**src/rtl/mrsp_pkg.sv**
```systemverilog
// ----------------------------------------------------------------------------
// mrsp_pkg: shared types and constants
// Status codes, event kinds, per-port parser state and result records.
// ----------------------------------------------------------------------------
package mrsp_pkg;

	localparam int PORTS     = 16;
	localparam int RES_DEPTH = 4;

	localparam logic [7:0] ST_NONE      = 8'h00;
	localparam logic [7:0] ST_NOTE_OFF  = 8'h80;
	localparam logic [7:0] ST_NOTE_ON   = 8'h90;
	localparam logic [7:0] ST_POLY      = 8'hA0;
	localparam logic [7:0] ST_CONTROL   = 8'hB0;
	localparam logic [7:0] ST_PROGRAM   = 8'hC0;
	localparam logic [7:0] ST_AFTER     = 8'hD0;
	localparam logic [7:0] ST_BEND      = 8'hE0;
	localparam logic [7:0] ST_SYSEX     = 8'hF0;
	localparam logic [7:0] ST_UNDEF_F4  = 8'hF4;
	localparam logic [7:0] ST_UNDEF_F5  = 8'hF5;
	localparam logic [7:0] ST_TUNE_REQ  = 8'hF6;
	localparam logic [7:0] ST_EOX       = 8'hF7;
	localparam logic [7:0] ST_REALTIME  = 8'hF8;
	localparam logic [7:0] STATUS_BIT   = 8'h80;
	localparam logic [7:0] CMD_MASK     = 8'hF0;

	typedef enum logic [3:0] {
		KIND_REALTIME = 4'd0,
		KIND_RAW      = 4'd1,
		KIND_NOTE     = 4'd2,
		KIND_POLY     = 4'd3,
		KIND_CONTROL  = 4'd4,
		KIND_PROGRAM  = 4'd5,
		KIND_AFTER    = 4'd6,
		KIND_BEND     = 4'd7,
		KIND_SYSEX    = 4'd8
	} kind_t;

	typedef struct packed {
		logic [7:0] running_status;
		logic       have_first_data;
		logic [6:0] held_first_data;
	} port_state_t;

	typedef struct packed {
		logic [3:0]  port_out;
		kind_t       kind;
		logic [3:0]  channel;
		logic [6:0]  first_data;
		logic [13:0] value;
		logic        last;
	} result_t;

	typedef struct packed {
		logic [1:0]  count;     // number of results, 0..2
		result_t     res0;
		result_t     res1;
		logic        write;     // update the port state
		port_state_t next_state;
	} decode_t;

endpackage

```
**src/rtl/midi_running_status_parser.sv**
```systemverilog
// ----------------------------------------------------------------------------
// midi_running_status_parser: per-port MIDI parser with running status
// A taken byte is registered in s1 and queued once there is room. Throughput: one byte per
// cycle while the queue has room for two results; output drains one result per cycle while
// out_ready is high, so two-result bytes hold the input. Reset clears valid, state and pointers.
// ----------------------------------------------------------------------------
module midi_running_status_parser (
	input  logic        clk,
	input  logic        arst_n,
	input  logic        in_valid,
	output logic        in_ready,
	input  logic [3:0]  port,
	input  logic [7:0]  data_byte,
	output logic        out_valid,
	input  logic        out_ready,
	output logic [3:0]  port_out,
	output logic [3:0]  kind,
	output logic [3:0]  channel,
	output logic [6:0]  first_data,
	output logic [13:0] value,
	output logic        last
);
	import mrsp_pkg::*;

	logic        valid_s1;
	logic [3:0]  port_s1;
	logic [7:0]  byte_s1;

	port_state_t state_q [PORTS];
	port_state_t cur;
	decode_t     dec;
	logic        room;
	logic        advance;
	logic [1:0]  push_count;
	result_t     head;

	assign advance    = valid_s1 && room;
	assign in_ready   = !valid_s1 || room;
	assign push_count = advance ? dec.count : 2'd0;
	assign cur        = state_q[port_s1];

	always_ff @(posedge clk or negedge arst_n) begin
		if (!arst_n) begin
			valid_s1 <= 1'b0;
		end else if (in_ready) begin
			valid_s1 <= in_valid;
		end
	end

	always_ff @(posedge clk) begin
		if (in_valid && in_ready) begin
			port_s1 <= port;
			byte_s1 <= data_byte;
		end
	end

	always_ff @(posedge clk or negedge arst_n) begin
		if (!arst_n) begin
			for (int i = 0; i < PORTS; i++) begin
				state_q[i] <= '0;
			end
		end else if (advance && dec.write) begin
			state_q[port_s1] <= dec.next_state;
		end
	end

	mrsp_decode u_decode (
		.port      (port_s1),
		.data_byte (byte_s1),
		.cur       (cur),
		.dec       (dec)
	);

	mrsp_result_fifo u_fifo (
		.clk        (clk),
		.arst_n     (arst_n),
		.push_count (push_count),
		.push0      (dec.res0),
		.push1      (dec.res1),
		.room       (room),
		.head_valid (out_valid),
		.pop        (out_ready),
		.head       (head)
	);

	assign port_out   = head.port_out;
	assign kind       = head.kind;
	assign channel    = head.channel;
	assign first_data = head.first_data;
	assign value      = head.value;
	assign last       = head.last;

`ifndef SYNTH
	// the second result of a byte is queued together with the first
	a_pair_follows: assert property (@(posedge clk) disable iff (!arst_n)
		out_valid && out_ready && !last |=> out_valid)
		else $error("second result of a byte missing");

	a_realtime_last: assert property (@(posedge clk) disable iff (!arst_n)
		out_valid && kind == KIND_REALTIME |-> last)
		else $error("realtime result not marked last");

	a_no_channel: assert property (@(posedge clk) disable iff (!arst_n)
		out_valid && (kind == KIND_RAW || kind == KIND_REALTIME || kind == KIND_SYSEX)
		|-> channel == 4'd0 && first_data == 7'd0)
		else $error("channel or first data on a non-channel result");

	a_stall_cause: assert property (@(posedge clk) disable iff (!arst_n)
		!in_ready |-> valid_s1 && !room)
		else $error("input stalled without a held request");
`endif

endmodule

```
**src/rtl/mrsp_decode.sv**
```systemverilog
// ----------------------------------------------------------------------------
// mrsp_decode: one-byte decode against a port's parser state
// Produces up to two results and the port's next state.
// ----------------------------------------------------------------------------
module mrsp_decode (
	input  logic [3:0]           port,
	input  logic [7:0]           data_byte,
	input  mrsp_pkg::port_state_t cur,
	output mrsp_pkg::decode_t    dec
);
	import mrsp_pkg::*;

	logic [7:0]  cmd;
	logic [3:0]  chan;
	logic [13:0] byte_val;
	result_t     raw;
	result_t     ev;

	always_comb begin
		cmd      = (cur.running_status >= ST_SYSEX) ? cur.running_status
		           : (cur.running_status & CMD_MASK);
		chan     = cur.running_status[3:0];
		byte_val = {6'd0, data_byte};

		raw            = '0;
		raw.port_out   = port;
		raw.kind       = KIND_RAW;
		raw.value      = byte_val;
		raw.last       = 1'b1;

		ev             = '0;
		ev.port_out    = port;
		ev.kind        = KIND_SYSEX;
		ev.value       = byte_val;
		ev.last        = 1'b1;

		dec            = '0;
		dec.next_state = cur;
		dec.res0       = raw;
		dec.res1       = ev;

		priority if (int'(port) >= PORTS) begin
			dec.count = 2'd0;
		end else if (data_byte >= ST_REALTIME) begin
			dec.count     = 2'd1;
			dec.res0.kind = KIND_REALTIME;
		end else if ((data_byte & STATUS_BIT) != '0) begin
			dec.write                      = 1'b1;
			dec.next_state.have_first_data = 1'b0;
			dec.count                      = 2'd1;
			priority if (data_byte == ST_TUNE_REQ || data_byte == ST_UNDEF_F4 ||
			             data_byte == ST_UNDEF_F5) begin
				dec.next_state.running_status = ST_NONE;
			end else if (data_byte == ST_SYSEX || data_byte == ST_EOX) begin
				dec.next_state.running_status = (data_byte == ST_SYSEX) ? ST_SYSEX : ST_NONE;
				dec.count                     = 2'd2;
				dec.res0.last                 = 1'b0;
			end else begin
				dec.next_state.running_status = data_byte;
			end
		end else begin
			dec.count = 2'd1;
			priority if (cmd == ST_NOTE_OFF || cmd == ST_NOTE_ON || cmd == ST_POLY ||
			             cmd == ST_CONTROL || cmd == ST_BEND) begin
				dec.write = 1'b1;
				if (cur.have_first_data) begin
					dec.next_state.have_first_data = 1'b0;
					dec.count                      = 2'd2;
					dec.res0.last                  = 1'b0;
					dec.res1.channel               = chan;
					dec.res1.first_data            = cur.held_first_data;
					priority if (cmd == ST_BEND) begin
						dec.res1.kind       = KIND_BEND;
						dec.res1.first_data = '0;
						dec.res1.value      = {data_byte[6:0], cur.held_first_data};
					end else if (cmd == ST_NOTE_OFF) begin
						dec.res1.kind  = KIND_NOTE;
						dec.res1.value = '0;
					end else if (cmd == ST_NOTE_ON) begin
						dec.res1.kind = KIND_NOTE;
					end else if (cmd == ST_POLY) begin
						dec.res1.kind = KIND_POLY;
					end else begin
						dec.res1.kind = KIND_CONTROL;
					end
				end else begin
					dec.next_state.have_first_data = 1'b1;
					dec.next_state.held_first_data = data_byte[6:0];
				end
			end else if (cmd == ST_PROGRAM || cmd == ST_AFTER) begin
				dec.count        = 2'd2;
				dec.res0.last    = 1'b0;
				dec.res1.kind    = (cmd == ST_PROGRAM) ? KIND_PROGRAM : KIND_AFTER;
				dec.res1.channel = chan;
			end else if (cmd == ST_SYSEX) begin
				dec.count     = 2'd2;
				dec.res0.last = 1'b0;
			end else begin
				// no status or system common: echo only
				dec.count = 2'd1;
			end
		end
	end

endmodule

```
**src/rtl/mrsp_result_fifo.sv**
```systemverilog
// ----------------------------------------------------------------------------
// mrsp_result_fifo: small result queue
// Takes up to two results per cycle, hands out one per cycle while pop is high.
// ----------------------------------------------------------------------------
module mrsp_result_fifo (
	input  logic              clk,
	input  logic              arst_n,
	input  logic [1:0]        push_count,
	input  mrsp_pkg::result_t push0,
	input  mrsp_pkg::result_t push1,
	output logic              room,
	output logic              head_valid,
	input  logic              pop,
	output mrsp_pkg::result_t head
);
	import mrsp_pkg::*;

	localparam int PW = $clog2(RES_DEPTH);
	localparam int CW = $clog2(RES_DEPTH + 1);

	result_t         mem_q [RES_DEPTH];
	logic [PW-1:0]   wr_q;
	logic [PW-1:0]   rd_q;
	logic [CW-1:0]   count_q;
	logic            do_pop;

	assign head_valid = (count_q != '0);
	assign head       = mem_q[rd_q];
	assign room       = (int'(count_q) <= RES_DEPTH - 2);
	assign do_pop     = pop && head_valid;

	always_ff @(posedge clk or negedge arst_n) begin
		if (!arst_n) begin
			wr_q    <= '0;
			rd_q    <= '0;
			count_q <= '0;
		end else begin
			wr_q    <= wr_q + PW'(push_count);
			rd_q    <= rd_q + PW'(do_pop);
			count_q <= count_q + CW'(push_count) - CW'(do_pop);
		end
	end

	always_ff @(posedge clk) begin
		if (push_count != 2'd0) begin
			mem_q[wr_q] <= push0;
		end
		if (push_count == 2'd2) begin
			mem_q[wr_q + PW'(1)] <= push1;
		end
	end

endmodule
```
**config.mk**
```make
export PLATFORM = sky130hd
export DESIGN_NAME = midi_running_status_parser
export DESIGN_NICKNAME = d
export VERILOG_FILES = /design/src/rtl/mrsp_pkg.sv /design/src/rtl/midi_running_status_parser.sv /design/src/rtl/mrsp_decode.sv /design/src/rtl/mrsp_result_fifo.sv
export SDC_FILE = /design/constraint.sdc
export NUM_CORES = 1
export LEC_CHECK = 0
export BUFFER_PORTS_ARGS = -buffer_cell sky130_fd_sc_hd__clkbuf_2
export CORE_ASPECT_RATIO = 1.1
export CORE_MARGIN = 2
export CORE_UTILIZATION = 57
export DETAILED_ROUTE_END_ITERATION = 6
export HOLD_SLACK_MARGIN = 0.12
export PLACE_DENSITY = 0.74
export SLEW_MARGIN = 20
export SYNTH_ARGS = -nofsm -noshare
export SYNTH_HDL_FRONTEND = slang
export SYNTH_HIERARCHICAL = 1
export SYNTH_SLANG_ARGS = --single-unit
```
**constraint.sdc**
```tcl
create_clock -name clk -period 5.4 [get_ports clk]
set_clock_uncertainty 0.1 [all_clocks]
set_input_delay 0.54 -clock clk [delete_from_list [all_inputs] [get_ports clk]]
set_output_delay 0.54 -clock clk [all_outputs]
set_load 0.01 [all_outputs]
```
==> run_results.csv <==
group,metric,value,unit
worst_setup_path,crit_fanout,32,
drt,ant_nets,0,
drt,drt_wl_total,43.62,mm
timing,holdWs,0.1757,ns
grt,grt.overflow.total,0,
worst_setup_path,r2r_start,"port_s1[0]$_DFFE_PP_",
clocking,clk-insertion-delay-late,0.54,ns
timing,min_period_over_period,87.97,%
clocking,clkTransAtPathRegs,0.06,ns
drt,vias_per_cell,6.213,
synth,avgSynthCellArea,16.44,sq um
synth,ys.flop_type,"dfrtp_1",
cells_and_area,diodes,0,
timing,hold_viol_final,0,
cells_and_area,layout_commonest_cell,"mux2_2",
grt,antenna_found_initial,0,
place,dp.cells,1660,
synth,ys_types,63,
run,drv_cap,0,
cells_and_area,fin_util,63.17,%
pwr,leakage,9.326,nW
timing,grt_setup_unrepaired,"no",
timing,finalMaxSlewViolations,0,
grt,grt_pass1_vias,11582,
floorplanning,start_util,57.67,%
worst_setup_path,cp-end-kind,"flop",
pwr,fin_total_pwr,9.839,mW
worst_setup_path,crit_start,"port_s1[0]$_DFFE_PP_",
cells_and_area,syn2layout_area_growth,9.540,%
place,place_area,20670,sq um
synth,synthesis.area,20210,sq um
timing,setup_slack,0.6498,ns
synth,ys_ff_latch,412,
place,dp_slack,0.7096,ns
clocking,clockRootBuffer,"clkbuf_16",
pwr,ir_drop,0.0002395,V
clocking,clockBufferDepth,3,
timing,setup_violations,0,
place,port_buffers,51,
timing,fmax,0.2105,GHz
clocking,cts_resized,0,
worst_setup_path,crit_path_start_kind,"flop",
cells_and_area,mostFrequentLayoutCells,"397 x mux2_2, 263 x dfrtp_1, 148 x edfxtp_1, 98 x mux4_2, 50 x clkbuf_2",
outcome,status,"finished, final reports clean",
worst_setup_path,critPathKind,"flop to flop",
synth,yosysSeqAreaShare,54.68,%
floorplanning,row_count,72,
grt,track_usage,24.37,%
place,place_congestion,0.7911,
cells_and_area,finalNonFillerCells,1745,
cells_and_area,nFillCells,2504,
timing,worst_pin_slew,1.002,ns
worst_setup_path,worstPathArrival,4.89,ns
synth,synth_edf_count,148,
cells_and_area,layout-drive-gt1-share,52.88,%
clocking,cts.sinks,412,
worst_hold_path,hp-start,"out_ready",
cells_and_area,nets,1294,
place,hpwlAfterDp,26.19,mm
floorplanning,die_w,183.5,um
drt,num_vias,10841,
drt,drc,0,
floorplanning,chipHeight,201.5,um
pwr,power.density,444.4,nW/um^2
floorplanning,boundaryPins,52,
clocking,cts_tree,"built",
cells_and_area,final_area,22140,sq um
worst_setup_path,cp.required,5.54,ns
clocking,h-tree-depth,2,
synth,synthArstFlopShare,64.08,%
drt,drtIter0Drc,655,
floorplanning,die_area,36980,sq um
worst_hold_path,worstHoldPathType,"primary input to flop",
drt,detail_route.first_pass.iterations,5,
synth,yosysWarnings,6,
timing,period_needed,4.750,ns
grt,grt_pass1_wl,68.37,mm
grt,grt_max_degree,95,
timing,tns,0,ns
clocking,cts_buffers,42,
floorplanning,fp.coreArea,35040,sq um
drt,wl_per_cell,25.00,um
clocking,post_cts_buffers,0,
timing,maxSlewHeadroom,32.95,%
synth,netlist_instances,1229,
sequential cells by signal, summed over array words and instances, names as in the netlist:
register / flops
u_fifo/rd_q: 2
port_s1: 4
byte_s1: 8
u_fifo/mem_q: 136
valid_s1: 1
state_q: 256
u_fifo/count_q: 3
u_fifo/wr_q: 2
timing repair:
item,4_1_cts,5_1_grt
hold endpoints to repair,104,0
endpoints found under the setup margin,0,0
hold buffers,14,0
worst paths after layout:
| path | endpoint | slack (ns) | depth (start not counted) |
|---|---|---|---|
| max reg2reg | u_fifo/mem_q[0][15]$_DFFE_PP_ | 0.65 | 11 |
| min | u_fifo/rd_q[0]$_DFF_PN0_ | 0.18 | 3 |
| max | u_fifo/mem_q[0][15]$_DFFE_PP_ | 0.65 | 11 |
| min reg2reg | state_q[126]$_DFFE_PN0P_ | 0.38 | 1 |
| min in group asynchronous | state_q[69]$_DFFE_PN0P_ | 0.49 | 2 |
| max in group asynchronous | state_q[59]$_DFFE_PN0P_ | 3.34 | 3 |
layer usage:
metal	vias up	part of all wire [%]	wire length (um)	GRT usage, %
met5	-	0	0	0
li1	4760	-	-	-
met3	72	4.0	1764	3.167
met1	5771	43	18620	33.37
met4	0	2.2	967	6.429
met2	238	51	22270	41.44
synth_stat cells (all sizes together) (6+ instances only):
cell    instances  share of area, %
clkbuf         24              0.46
a22oi          32               1.2
mux4           98                11
nand2          22              0.41
a21oi           7              0.17
mux2          399                22
inv             6              0.11
xnor2           7              0.30
nand3          11              0.77
dfrtp         264                33
a22o           12              0.52
edfxtp        148                22
buf           104               4.0
nor3            6              0.26
nor2            8              0.16
and2           19              0.59
nand2b          6              0.22
power by group:
part	total (mW)	switching (mW)	internal, mW
clock network	2.83	1.16	1.67
registers	4.30	0.376	3.92
logic	2.71	1.43	1.28
cells by family (layout without fill, tap and decap cells):
| logic type | after synthesis | in the layout | synth area share, % |
|---|---|---|---|
| xor gates and xnor gates | 8 | 8 | 0.3467 |
| buffers and inverters | 134 | 187 | 4.587 |
| muxes | 499 | 499 | 33.25 |
| and+or+nand+nor | 102 | 102 | 4.185 |
| AOI/OAI and AO/OA | 68 | 68 | 2.631 |
| other | 2 | 21 | 0.03716 |
| DFF | 412 | 412 | 54.68 |
| adders and majority gates | 4 | 4 | 0.2848 |
worst max-delay path, cell delays in order, from the launching register on:
cell      delay (ns)
edfxtp_1        0.49
buf_12          0.30
buf_12          0.20
mux4_2          0.51
a22oi_1         0.20
nand2_1         0.34
a21oi_1         0.36
o32a_1          0.28
and3_1          0.44
nor2_1          0.20
o31ai_4         0.69
buf_12          0.28
layout make-up:
class	instances	area, sq um	area share, %
Sequential cell	412	11050	49.92
Multi-Input combinational cell	702	8366	37.79
Clock buffer	58	1182	5.341
Timing Repair Buffer	110	818.3	3.696
Tap cell	444	555.5	2.509
Clock inverter	13	142.6	0.6443
Inverter	6	22.52	0.1017
No activity file was read; power rests on OpenSTA's default activity.
